===== src/rtl/core/ramped_position_servo_core_defines.svh =====
// Assertion macros for the ramped position servo core.
// Included by files that carry concurrent assertions; depends on nothing else.
`ifndef RAMPED_POSITION_SERVO_CORE_DEFINES_SVH
`define RAMPED_POSITION_SERVO_CORE_DEFINES_SVH

// Same-cycle implication, disabled during reset.
`define RPS_ASSERT_IMPL(label, clk, rst_n, ante, cons, msg) \
    label: assert property (@(posedge clk) disable iff (!rst_n) (ante) |-> (cons)) \
        else $error(msg);

// Next-cycle implication, disabled during reset.
`define RPS_ASSERT_NEXT(label, clk, rst_n, ante, cons, msg) \
    label: assert property (@(posedge clk) disable iff (!rst_n) (ante) |=> (cons)) \
        else $error(msg);

`endif


===== src/rtl/core/rps_pkg.sv =====
// Shared widths, codes and structs for the ramped position servo core.
// Depends on nothing; the interfaces and modules of the core import it.
package rps_pkg;

    localparam int POS_W      = 16;
    localparam int DUTY_W     = 8;
    localparam int RAMP_W     = 16;
    localparam int DIFF_W     = POS_W + 1;
    localparam int CMP_W      = (DIFF_W > RAMP_W) ? DIFF_W : RAMP_W;
    localparam int PROD_W     = RAMP_W + DUTY_W;
    localparam int SUM_W      = PROD_W + 1;
    localparam int STEP_W     = $clog2(PROD_W + 1);
    localparam int OSC_W      = 3;
    localparam int CFG_IDX_W  = 2;
    localparam int CFG_DATA_W = RAMP_W;

    localparam logic [RAMP_W-1:0] RAMP_RESET     = RAMP_W'(100);
    localparam logic [DUTY_W-1:0] MIN_DUTY_RESET = '0;
    localparam logic [DUTY_W-1:0] MAX_DUTY_RESET = DUTY_W'(255);

    localparam logic [OSC_W-1:0] OSC_LIMIT = OSC_W'(3);
    localparam logic [OSC_W-1:0] OSC_SAT   = OSC_W'(4);

    localparam logic CMD_SET_TARGET = 1'b0;
    localparam logic CMD_SAMPLE     = 1'b1;

    typedef enum logic [CFG_IDX_W-1:0] {
        CFG_RAMP_WIDTH = 2'd0,
        CFG_MIN_DUTY   = 2'd1,
        CFG_MAX_DUTY   = 2'd2
    } cfg_idx_t;

    typedef struct packed {
        logic [RAMP_W-1:0] ramp_width;
        logic [DUTY_W-1:0] min_duty;
        logic [DUTY_W-1:0] max_duty;
    } cfg_regs_t;

    typedef struct packed {
        logic              start;
        logic [RAMP_W-1:0] err;
        logic [DUTY_W-1:0] span_mag;
        logic [RAMP_W-1:0] ramp;
    } md_req_t;

    typedef struct packed {
        logic              done;
        logic [DUTY_W-1:0] quotient;
    } md_rsp_t;

endpackage


===== src/rtl/core/rps_ifs.sv =====
// Channel interfaces of the ramped position servo core: sample/command input,
// duty result output and configuration write. Depends on rps_pkg.
interface rps_item_if;
    import rps_pkg::*;
    logic                    valid;
    logic                    ready;
    logic                    command;
    logic signed [POS_W-1:0] new_target;
    logic signed [POS_W-1:0] position;
    modport source (output valid, command, new_target, position, input ready);
    modport sink   (input valid, command, new_target, position, output ready);
endinterface

interface rps_result_if;
    import rps_pkg::*;
    logic              valid;
    logic              ready;
    logic [DUTY_W-1:0] drive_a;
    logic [DUTY_W-1:0] drive_b;
    logic              locked_out;
    modport source (output valid, drive_a, drive_b, locked_out, input ready);
    modport sink   (input valid, drive_a, drive_b, locked_out, output ready);
endinterface

interface rps_cfg_if;
    import rps_pkg::*;
    logic                  valid;
    logic                  ready;
    logic [CFG_IDX_W-1:0]  index;
    logic [CFG_DATA_W-1:0] data;
    modport source (output valid, index, data, input ready);
    modport sink   (input valid, index, data, output ready);
endinterface


===== src/rtl/core/ramped_position_servo_core.sv =====
// Top level of the ramped position servo: configuration registers, sequencer
// and shared multiply/divide unit. Depends on rps_pkg, rps_ifs, rps_ctrl,
// rps_muldiv and the assertion macro header.
//
// Proportional position servo with a linear duty ramp and an oscillation
// lockout. A command 0 transaction on item stores new_target, clears the
// direction-change count and gives no result. A command 1 transaction
// (position sample) gives exactly one result transaction: forward duty on
// drive_a when the position is below target, reverse duty on drive_b
// when above, both zero at target. Beyond ramp_width the duty is max_duty;
// inside it is min_duty + (|error| * (max_duty - min_duty)) / ramp_width,
// truncated toward zero. After more than three changes of direction since the
// last target, drive is forced to zero and locked_out is set. A sample that
// is locked out, on target or beyond the ramp goes from S_EVAL straight to
// S_SEND; a sample inside the ramp waits in S_WAIT on the shared adder:
// 8 shift-add multiply steps plus 24 restoring divide steps, one per cycle.
// item.ready is low while a sample is in work. The result sits in an output
// register, so the next item is accepted while a result waits. The cfg port
// is always ready; write registers only while the block is idle.
`include "ramped_position_servo_core_defines.svh"

module ramped_position_servo_core (
    input  logic         clk,
    input  logic         rst_n,
    rps_item_if.sink     item,
    rps_result_if.source result,
    rps_cfg_if.sink      cfg
);
    import rps_pkg::*;

    cfg_regs_t cfg_regs_reg, cfg_regs_next;
    md_req_t   md_req;
    md_rsp_t   md_rsp;

    // Configuration writes; indexes past the register list are dropped.
    assign cfg.ready = 1'b1;

    always_comb
    begin
        cfg_regs_next = cfg_regs_reg;
        if (cfg.valid && cfg.ready)
        begin
            case (cfg_idx_t'(cfg.index))
                CFG_RAMP_WIDTH: cfg_regs_next.ramp_width = cfg.data[RAMP_W-1:0];
                CFG_MIN_DUTY:   cfg_regs_next.min_duty   = cfg.data[DUTY_W-1:0];
                CFG_MAX_DUTY:   cfg_regs_next.max_duty   = cfg.data[DUTY_W-1:0];
                default:        cfg_regs_next            = cfg_regs_reg;
            endcase
        end
    end

    always_ff @(posedge clk or negedge rst_n)
    begin
        if (!rst_n)
        begin
            cfg_regs_reg.ramp_width <= RAMP_RESET;
            cfg_regs_reg.min_duty   <= MIN_DUTY_RESET;
            cfg_regs_reg.max_duty   <= MAX_DUTY_RESET;
        end
        else
        begin
            cfg_regs_reg <= cfg_regs_next;
        end
    end

    // Sequencer: classifies each sample and owns the output register.
    rps_ctrl u_ctrl (
        .clk      (clk),
        .rst_n    (rst_n),
        .cfg_regs (cfg_regs_reg),
        .item     (item),
        .result   (result),
        .md_req   (md_req),
        .md_rsp   (md_rsp)
    );

    // Shared unit: ramp duty offset, one adder step per cycle.
    rps_muldiv u_muldiv (
        .clk   (clk),
        .rst_n (rst_n),
        .req   (md_req),
        .rsp   (md_rsp)
    );

    // Lockout must never leave drive on either wire.
    `RPS_ASSERT_IMPL(a_lockout_zero, clk, rst_n, result.valid && result.locked_out, result.drive_a == '0 && result.drive_b == '0, "lockout result with nonzero drive")
    // Never drive both bridge wires at once.
    `RPS_ASSERT_IMPL(a_one_wire, clk, rst_n, result.valid, result.drive_a == '0 || result.drive_b == '0, "both bridge wires driven")
    // A sample occupies the block: no new item the cycle after it is taken.
    `RPS_ASSERT_NEXT(a_busy_after_sample, clk, rst_n, item.valid && item.ready && item.command == CMD_SAMPLE, !item.ready, "ready high right after a sample")

endmodule


===== src/rtl/core/rps_muldiv.sv =====
// Shared shift-add multiplier and restoring divider: (err * span) / ramp.
// One adder serves both phases. Depends on rps_pkg.
module rps_muldiv (
    input  logic             clk,
    input  logic             rst_n,
    input  rps_pkg::md_req_t req,
    output rps_pkg::md_rsp_t rsp
);
    import rps_pkg::*;

    typedef enum logic [1:0] {M_IDLE, M_MUL, M_DIV, M_DONE} mstate_t;

    mstate_t             state_reg, state_next;
    logic [STEP_W-1:0]   step_reg, step_next;
    logic [PROD_W-1:0]   work_reg, work_next;
    logic [RAMP_W-1:0]   rem_reg, rem_next;
    logic [RAMP_W-1:0]   err_reg, err_next;
    logic [DUTY_W-1:0]   span_reg, span_next;
    logic [RAMP_W-1:0]   ramp_reg, ramp_next;

    logic [SUM_W-1:0]    op_a, op_b, sum;
    logic                cin;
    logic [RAMP_W:0]     rem_shift;
    logic                fits;

    // Shared adder: accumulate in multiply phase, trial subtract in divide phase.
    assign rem_shift = {rem_reg, work_reg[PROD_W-1]};

    always_comb
    begin
        op_a = '0;
        op_b = '0;
        cin  = 1'b0;
        case (state_reg)
            M_MUL:
            begin
                op_a = {work_reg, 1'b0};
                op_b = span_reg[DUTY_W-1] ? SUM_W'(err_reg) : '0;
            end
            M_DIV:
            begin
                op_a = SUM_W'(rem_shift);
                op_b = ~SUM_W'(ramp_reg);
                cin  = 1'b1;
            end
            default:
            begin
                op_a = '0;
            end
        endcase
        sum = op_a + op_b + SUM_W'(cin);
    end

    assign fits = ~sum[SUM_W-1];

    always_comb
    begin
        state_next = state_reg;
        step_next  = step_reg;
        work_next  = work_reg;
        rem_next   = rem_reg;
        err_next   = err_reg;
        span_next  = span_reg;
        ramp_next  = ramp_reg;
        case (state_reg)
            M_IDLE:
            begin
                if (req.start)
                begin
                    err_next   = req.err;
                    span_next  = req.span_mag;
                    ramp_next  = req.ramp;
                    work_next  = '0;
                    rem_next   = '0;
                    step_next  = STEP_W'(DUTY_W - 1);
                    state_next = M_MUL;
                end
            end
            M_MUL:
            begin
                work_next = sum[PROD_W-1:0];
                span_next = {span_reg[DUTY_W-2:0], 1'b0};
                step_next = step_reg - STEP_W'(1);
                if (step_reg == '0)
                begin
                    step_next  = STEP_W'(PROD_W - 1);
                    state_next = M_DIV;
                end
            end
            M_DIV:
            begin
                // Shift quotient bit in, keep remainder below ramp.
                rem_next  = fits ? sum[RAMP_W-1:0] : rem_shift[RAMP_W-1:0];
                work_next = {work_reg[PROD_W-2:0], fits};
                step_next = step_reg - STEP_W'(1);
                if (step_reg == '0)
                begin
                    state_next = M_DONE;
                end
            end
            M_DONE:
            begin
                state_next = M_IDLE;
            end
            default:
            begin
                state_next = M_IDLE;
            end
        endcase
    end

    always_ff @(posedge clk or negedge rst_n)
    begin
        if (!rst_n)
        begin
            state_reg <= M_IDLE;
        end
        else
        begin
            state_reg <= state_next;
        end
    end

    always_ff @(posedge clk)
    begin
        step_reg <= step_next;
        work_reg <= work_next;
        rem_reg  <= rem_next;
        err_reg  <= err_next;
        span_reg <= span_next;
        ramp_reg <= ramp_next;
    end

    assign rsp.done     = (state_reg == M_DONE);
    assign rsp.quotient = work_reg[DUTY_W-1:0];

endmodule


===== src/rtl/core/rps_ctrl.sv =====
// Servo sequencer: target and oscillation state, error classification,
// ramp request to the shared unit and the output register. Depends on rps_pkg.
module rps_ctrl (
    input  logic               clk,
    input  logic               rst_n,
    input  rps_pkg::cfg_regs_t cfg_regs,
    rps_item_if.sink           item,
    rps_result_if.source       result,
    output rps_pkg::md_req_t   md_req,
    input  rps_pkg::md_rsp_t   md_rsp
);
    import rps_pkg::*;

    typedef enum logic [1:0] {S_IDLE, S_EVAL, S_WAIT, S_SEND} state_t;

    state_t              state_reg, state_next;
    logic [POS_W-1:0]    target_reg, target_next;
    logic [OSC_W-1:0]    osc_reg, osc_next;
    logic                last_below_reg, last_below_next;
    logic [DIFF_W-1:0]   diff_reg, diff_next;
    logic [DUTY_W-1:0]   duty_reg, duty_next;
    logic                fwd_reg, fwd_next;
    logic                locked_reg, locked_next;
    logic                span_neg_reg, span_neg_next;
    logic                out_valid_reg, out_valid_next;
    logic [DUTY_W-1:0]   drive_a_reg, drive_a_next;
    logic [DUTY_W-1:0]   drive_b_reg, drive_b_next;
    logic                locked_out_reg, locked_out_next;

    logic                accept;
    logic [DIFF_W-1:0]   diff;
    logic                below;
    logic [DIFF_W-1:0]   mag;
    logic                beyond;
    logic                span_neg;
    logic [DUTY_W-1:0]   span_mag;
    logic                ramp_go;

    assign item.ready = (state_reg == S_IDLE);
    assign accept     = item.valid & item.ready;

    // target - position, sign extended by one bit
    assign diff  = {target_reg[POS_W-1], target_reg}
                 - {item.position[POS_W-1], item.position};
    assign below = ~diff[DIFF_W-1] & (diff != '0);

    assign mag      = diff_reg[DIFF_W-1] ? (DIFF_W'(0) - diff_reg) : diff_reg;
    assign beyond   = CMP_W'(mag) > CMP_W'(cfg_regs.ramp_width);
    assign span_neg = cfg_regs.max_duty < cfg_regs.min_duty;
    assign span_mag = span_neg ? (cfg_regs.min_duty - cfg_regs.max_duty)
                               : (cfg_regs.max_duty - cfg_regs.min_duty);
    assign ramp_go  = (state_reg == S_EVAL) & (osc_reg <= OSC_LIMIT)
                    & (mag != '0) & ~beyond;

    assign md_req.start    = ramp_go;
    assign md_req.err      = RAMP_W'(mag);
    assign md_req.span_mag = span_mag;
    assign md_req.ramp     = cfg_regs.ramp_width;

    always_comb
    begin
        state_next      = state_reg;
        target_next     = target_reg;
        osc_next        = osc_reg;
        last_below_next = last_below_reg;
        diff_next       = diff_reg;
        duty_next       = duty_reg;
        fwd_next        = fwd_reg;
        locked_next     = locked_reg;
        span_neg_next   = span_neg_reg;
        out_valid_next  = out_valid_reg;
        drive_a_next    = drive_a_reg;
        drive_b_next    = drive_b_reg;
        locked_out_next = locked_out_reg;

        // drop the output transaction once taken
        if (out_valid_reg && result.ready)
        begin
            out_valid_next = 1'b0;
        end

        case (state_reg)
            S_IDLE:
            begin
                if (accept)
                begin
                    if (item.command == CMD_SET_TARGET)
                    begin
                        target_next     = item.new_target;
                        osc_next        = '0;
                        last_below_next = 1'b0;
                    end
                    else
                    begin
                        if ((below != last_below_reg) && (osc_reg != OSC_SAT))
                        begin
                            osc_next = osc_reg + OSC_W'(1);
                        end
                        last_below_next = below;
                        diff_next       = diff;
                        state_next      = S_EVAL;
                    end
                end
            end
            S_EVAL:
            begin
                fwd_next      = ~diff_reg[DIFF_W-1];
                locked_next   = (osc_reg > OSC_LIMIT);
                span_neg_next = span_neg;
                duty_next     = '0;
                if (osc_reg > OSC_LIMIT || mag == '0)
                begin
                    state_next = S_SEND;
                end
                else if (beyond)
                begin
                    duty_next  = cfg_regs.max_duty;
                    state_next = S_SEND;
                end
                else
                begin
                    state_next = S_WAIT;
                end
            end
            S_WAIT:
            begin
                if (md_rsp.done)
                begin
                    duty_next  = span_neg_reg ? (cfg_regs.min_duty - md_rsp.quotient)
                                              : (cfg_regs.min_duty + md_rsp.quotient);
                    state_next = S_SEND;
                end
            end
            S_SEND:
            begin
                // hold until the output register is free
                if (!out_valid_reg || result.ready)
                begin
                    out_valid_next  = 1'b1;
                    drive_a_next    = fwd_reg ? duty_reg : '0;
                    drive_b_next    = fwd_reg ? '0 : duty_reg;
                    locked_out_next = locked_reg;
                    state_next      = S_IDLE;
                end
            end
            default:
            begin
                state_next = S_IDLE;
            end
        endcase
    end

    always_ff @(posedge clk or negedge rst_n)
    begin
        if (!rst_n)
        begin
            state_reg      <= S_IDLE;
            target_reg     <= '0;
            osc_reg        <= '0;
            last_below_reg <= 1'b0;
            out_valid_reg  <= 1'b0;
        end
        else
        begin
            state_reg      <= state_next;
            target_reg     <= target_next;
            osc_reg        <= osc_next;
            last_below_reg <= last_below_next;
            out_valid_reg  <= out_valid_next;
        end
    end

    always_ff @(posedge clk)
    begin
        diff_reg       <= diff_next;
        duty_reg       <= duty_next;
        fwd_reg        <= fwd_next;
        locked_reg     <= locked_next;
        span_neg_reg   <= span_neg_next;
        drive_a_reg    <= drive_a_next;
        drive_b_reg    <= drive_b_next;
        locked_out_reg <= locked_out_next;
    end

    assign result.valid      = out_valid_reg;
    assign result.drive_a    = drive_a_reg;
    assign result.drive_b    = drive_b_reg;
    assign result.locked_out = locked_out_reg;

endmodule

===== src/flat_wrapper.sv =====
// flat-port wrapper written by rule: the top's interface ports become plain ports
module ramped_position_servo_core_flat import rps_pkg::*;
  (clk, rst_n, item_valid, item_command, item_new_target, item_position, item_ready, result_valid, result_drive_a, result_drive_b, result_locked_out, result_ready, cfg_valid, cfg_index, cfg_data, cfg_ready);
  rps_item_if item_i ();
  rps_result_if result_i ();
  rps_cfg_if cfg_i ();
  input  logic clk;
  input  logic rst_n;
  input wire logic [$bits(item_i.valid)-1:0] item_valid;
  input wire logic [$bits(item_i.command)-1:0] item_command;
  input wire logic [$bits(item_i.new_target)-1:0] item_new_target;
  input wire logic [$bits(item_i.position)-1:0] item_position;
  output wire logic [$bits(item_i.ready)-1:0] item_ready;
  output wire logic [$bits(result_i.valid)-1:0] result_valid;
  output wire logic [$bits(result_i.drive_a)-1:0] result_drive_a;
  output wire logic [$bits(result_i.drive_b)-1:0] result_drive_b;
  output wire logic [$bits(result_i.locked_out)-1:0] result_locked_out;
  input wire logic [$bits(result_i.ready)-1:0] result_ready;
  input wire logic [$bits(cfg_i.valid)-1:0] cfg_valid;
  input wire logic [$bits(cfg_i.index)-1:0] cfg_index;
  input wire logic [$bits(cfg_i.data)-1:0] cfg_data;
  output wire logic [$bits(cfg_i.ready)-1:0] cfg_ready;
  assign item_i.valid = item_valid;
  assign item_i.command = item_command;
  assign item_i.new_target = item_new_target;
  assign item_i.position = item_position;
  assign item_ready = item_i.ready;
  assign result_valid = result_i.valid;
  assign result_drive_a = result_i.drive_a;
  assign result_drive_b = result_i.drive_b;
  assign result_locked_out = result_i.locked_out;
  assign result_i.ready = result_ready;
  assign cfg_i.valid = cfg_valid;
  assign cfg_i.index = cfg_index;
  assign cfg_i.data = cfg_data;
  assign cfg_ready = cfg_i.ready;
  ramped_position_servo_core u_core (.clk(clk), .rst_n(rst_n), .item(item_i), .result(result_i), .cfg(cfg_i));
endmodule

===== config.mk =====
export PLATFORM = sky130hd
export DESIGN_NAME = ramped_position_servo_core_flat
export DESIGN_NICKNAME = d
export VERILOG_FILES = /design/src/rtl/core/rps_pkg.sv /design/src/rtl/core/rps_ifs.sv /design/src/rtl/core/ramped_position_servo_core.sv /design/src/rtl/core/rps_muldiv.sv /design/src/rtl/core/rps_ctrl.sv /design/src/flat_wrapper.sv
export VERILOG_INCLUDE_DIRS = /design/src /design/src/rtl/core
export SDC_FILE = /design/constraint.sdc
export NUM_CORES = 1
export LEC_CHECK = 0
export ABC_CLOCK_PERIOD_IN_PS = 10100
export BUFFER_PORTS_ARGS = -buffer_cell sky130_fd_sc_hd__buf_2
export CELL_PAD_IN_SITES_DETAIL_PLACEMENT = 1
export CELL_PAD_IN_SITES_GLOBAL_PLACEMENT = 2
export CORE_ASPECT_RATIO = 0.6
export CORE_MARGIN = 2
export CORE_UTILIZATION = 44
export DETAILED_ROUTE_END_ITERATION = 12
export PLACE_DENSITY_LB_ADDON = 0.1
export SYNTH_ARGS = -nofsm -noshare
export SYNTH_HDL_FRONTEND = slang
export SYNTH_SLANG_ARGS = --single-unit
export TNS_END_PERCENT = 5

===== constraint.sdc =====
create_clock -name clk -period 10.1 [get_ports clk]
set_input_delay 1.515 -clock clk [delete_from_list [all_inputs] [get_ports clk]]
set_output_delay 1.515 -clock clk [all_outputs]
set_load 0.01 [all_outputs]

==> summary.txt <==
Finish
  – Most frequent cells in the layout: 130 x edfxtp_1, 118 x nand2_1, 104 x inv_1
  – Final net count: between 1000 and 1500
  – Antenna cells: 0
  – Multi-input logic area: roughly 6000 um2
  – Largest register FFs: 32
  – Area delta synth->final: 11.0%
  – Most common cell after layout, fill and taps aside: edfxtp_1
  – Reg area: around 5300 um2
  – Layout cells sized above 1: 0.141
  – Post-layout util: 0.498
  – Fillers: between 2000 and 3000

Synthesis
  – Top FF cell, synth: edfxtp_1
  – Synth Cell Area: 11900 um2
  – Register area share after synthesis: 0.450
  – EDFF count, synth: between 100 and 150
  – Syn. warnings: 0
  – Synth cell types: 79
  – Yosys top cell area share: 0.329
  – #FFs+latches synth: about 190
  – Post-Syn Nets: 1319
  – Average size of a mapped cell: 10.2 um2
  – Synthesized instance count: around 1200
  – Ys async rst share: 0.305
  – Synth top area cells: edfxtp_1 33%, ha_1 9.8%, dfrtp_1 9.7%
  – Synth area leader: edfxtp_1

Placement
  – Placed wire-length estimate: 25100 um
  – # port buffers: between 70 and 80
  – Gpl congestion: roughly 0.84
  – Setup WS pre-CTS: between 4 and 5 ns

Worst setup path
  – CP peak stage delay: between 0.9 and 1 ns
  – Worst path cell trace: inv_1 -> ha_1 -> nand2_1 -> nor2_1 -> a21oi_1 -> fa_1 -> fa_1 -> nand2b_1 -> a21boi_0 -> o21ai_0 -> a311o_1 -> a211oi_1 -> o211ai_1 -> a211oi_4 -> o21ai_0
  – Startpoint types: register
  – Critical path class: reg2reg
  – CP required: between 10 and 15 ns
  – CP Max Fanout: 28
  – Reg-to-reg setup timing slack: roughly 4 ns
  – CP bufs+invs: 1
  – CP top delay family: compound AO/OA/AOI/OAI gates
  – Total stage count of the critical path: 15
  – R2R depth: 15
  – Crit-path slowest cell: a211oi_4
  – Crit path DAT: 6.26 ns
  – Critical path endpoint category: register

Drt
  – Final wirelength: roughly 33000 um
  – Residual DRC: 0
  – Drt pass-1 iters: 5
  – Routed wire per std cell: around 20 um
  – Number of routed nets with antenna violations: 0
  – Drt via density: roughly 5.7
  – Iteration-0 DRC Markers: roughly 650
  – Via count: slightly above 9000

STA
  – Normalized max-slew margin: 0.241
  – Fin. Hold Viols: 0
  – Final setup viols: 0
  – Clock Skews: around 0.011 ns
  – RSZ-0062 raised after global routing: no
  – Final Worst Setup Slack: between 3 and 4 ns
  – Max Clk Rate: ~160 MHz
  – Final period util: 0.605
  – Total negative setup slack: 0 ns
  – Worst hold slack: 0.448 ns
  – Clock period minus worst slack: 6.11 ns
  – Slew Limit Fails: 0
  – Worst slew pin tran: around 1.1 ns

Hold path
  – Worst hold stages: 0
  – Hold Path Class: reg2reg

Run
  – Max cap viols: 0

Power
  – Leakage: between 5 and 6 nW
  – Tot Pwr: between 0.004 and 0.005 W
  – VDD IR max: ~0.00015 V
  – Cell Pwr Density: around 320 nW/um2

Clocking
  – TritonCTS clock tree: done
  – CTS root buf: clkbuf_16
  – CTS Sinks: about 190
  – CTS-repair resized insts: 0
  – # hold bufs at CTS: 0
  – Cts bufs inserted: 17
  – Worst skew pair latency: ~0.45 ns
  – H-tree depth: 4
  – CTS max path bufs: 2
  – Clock slew at reported path FFs: around 0.070 ns
  – Postcts setup bufs: 0

Die
  – Initial Util: 0.448
  – Die width: 216 um
  – Top-level I/O count: 76
  – Rows: 46
  – Core Footprint: between 20000 and 30000 um2
  – Die area: ~28000 um2
  – Die Y: around 130 um

Global route
  – Initial antenna violation count: 0
  – Vias in the first global route: a little over 9000
  – Largest net degree at the start of global routing: 58
  – GRT Total Usage: 0.237
  – Global-route wire length before repair: between 50000 and 60000 um
  – Remaining global-route overflow: 0

Outcome
  – Status: finished, final reports clean
## worst register-to-register path, stage by stage (launching register included)
cell	delay (ns)
dfrtp_1	0.39
inv_1	0.10
ha_1	0.75
nand2_1	0.63
nor2_1	0.23
a21oi_1	0.08
fa_1	0.43
fa_1	0.41
nand2b_1	0.16
a21boi_0	0.33
o21ai_0	0.19
a311o_1	0.34
a211oi_1	0.36
o211ai_1	0.26
a211oi_4	0.92
o21ai_0	0.23
## cells in the mapped netlist (all sizes together), types with 7 or more instances
master  number
o22ai        7
and3        13
mux2        39
nand2      118
nor3        21
edfxtp     130
a21o        19
nand2b      12
a31oi       12
or3          7
o21ai       96
xnor2       44
o21a        16
dfstp       11
inv        104
nand3       17
a22o        25
o31ai       13
xor2        13
nor2        54
clkbuf      35
dfrtp       46
nor2b       21
a211oi      11
a21oi       50
and2        17
mux2i        9
ha          93
## final cells by class
| type | count | area share |
|---|---|---|
| Multi-Input combinational cell | 833 | 0.454 |
| Sequential cell | 187 | 0.405 |
| Tap cell | 360 | 0.0342 |
| Clock buffer | 19 | 0.0336 |
| Timing Repair Buffer | 83 | 0.0332 |
| Inverter | 104 | 0.0296 |
| Clock inverter | 13 | 0.0102 |
## metal layers
layer	vias to the layer above	GRT usage	share of wire
met5	-	0	0
met4	0	0.0559	0.0091
met3	25	0.0382	0.043
met2	178	0.324	0.40
met1	4479	0.384	0.54
li1	4368	-	-
## kinds of logic after synthesis
logic type | count (synthesis) | synth area share
DFF | 187 | 0.450
other | 1 | 0.000316
muxes | 48 | 0.0446
xor gates and xnor gates | 57 | 0.0421
buffers and inverters | 144 | 0.0471
and+or+nand+nor | 316 | 0.131
AOI/OAI and AO/OA | 312 | 0.177
adders and majority gates | 99 | 0.108
## where the power goes
group / total (W) / internal, W / switching (W)
Sequential: 0.00143 / 0.00124 / 0.000185
Combinational: 0.00216 / 0.000812 / 0.00135
Clock: 0.000677 / 0.000354 / 0.000323
Total: 0.00427 / 0.00241 / 0.00186
## through the flow
stage	area [um2]	cells
2_1_floorplan	11900	1164
3_3_place_gp	12600	1567
3_5_place_dp	12600	1567
4_1_cts	13200	1599
5_1_grt	13200	1599
6_report	13200	1599
## worst paths after layout
check / from / to
hold reg to reg: u_core.cfg_regs_reg[27] / u_core.u_muldiv.ramp_reg[11]
max in group asynchronous: rst_n / u_core.cfg_regs_reg[10]
setup reg to reg: u_core.u_muldiv.state_reg[1] / u_core.u_muldiv.rem_reg[9]
min in group asynchronous: rst_n / u_core.u_ctrl.target_reg[12]
setup / recovery: u_core.u_muldiv.state_reg[1] / u_core.u_muldiv.rem_reg[9]
hold / removal: u_core.cfg_regs_reg[27] / u_core.u_muldiv.ramp_reg[11]
Power figures use the tool's default switching activity.
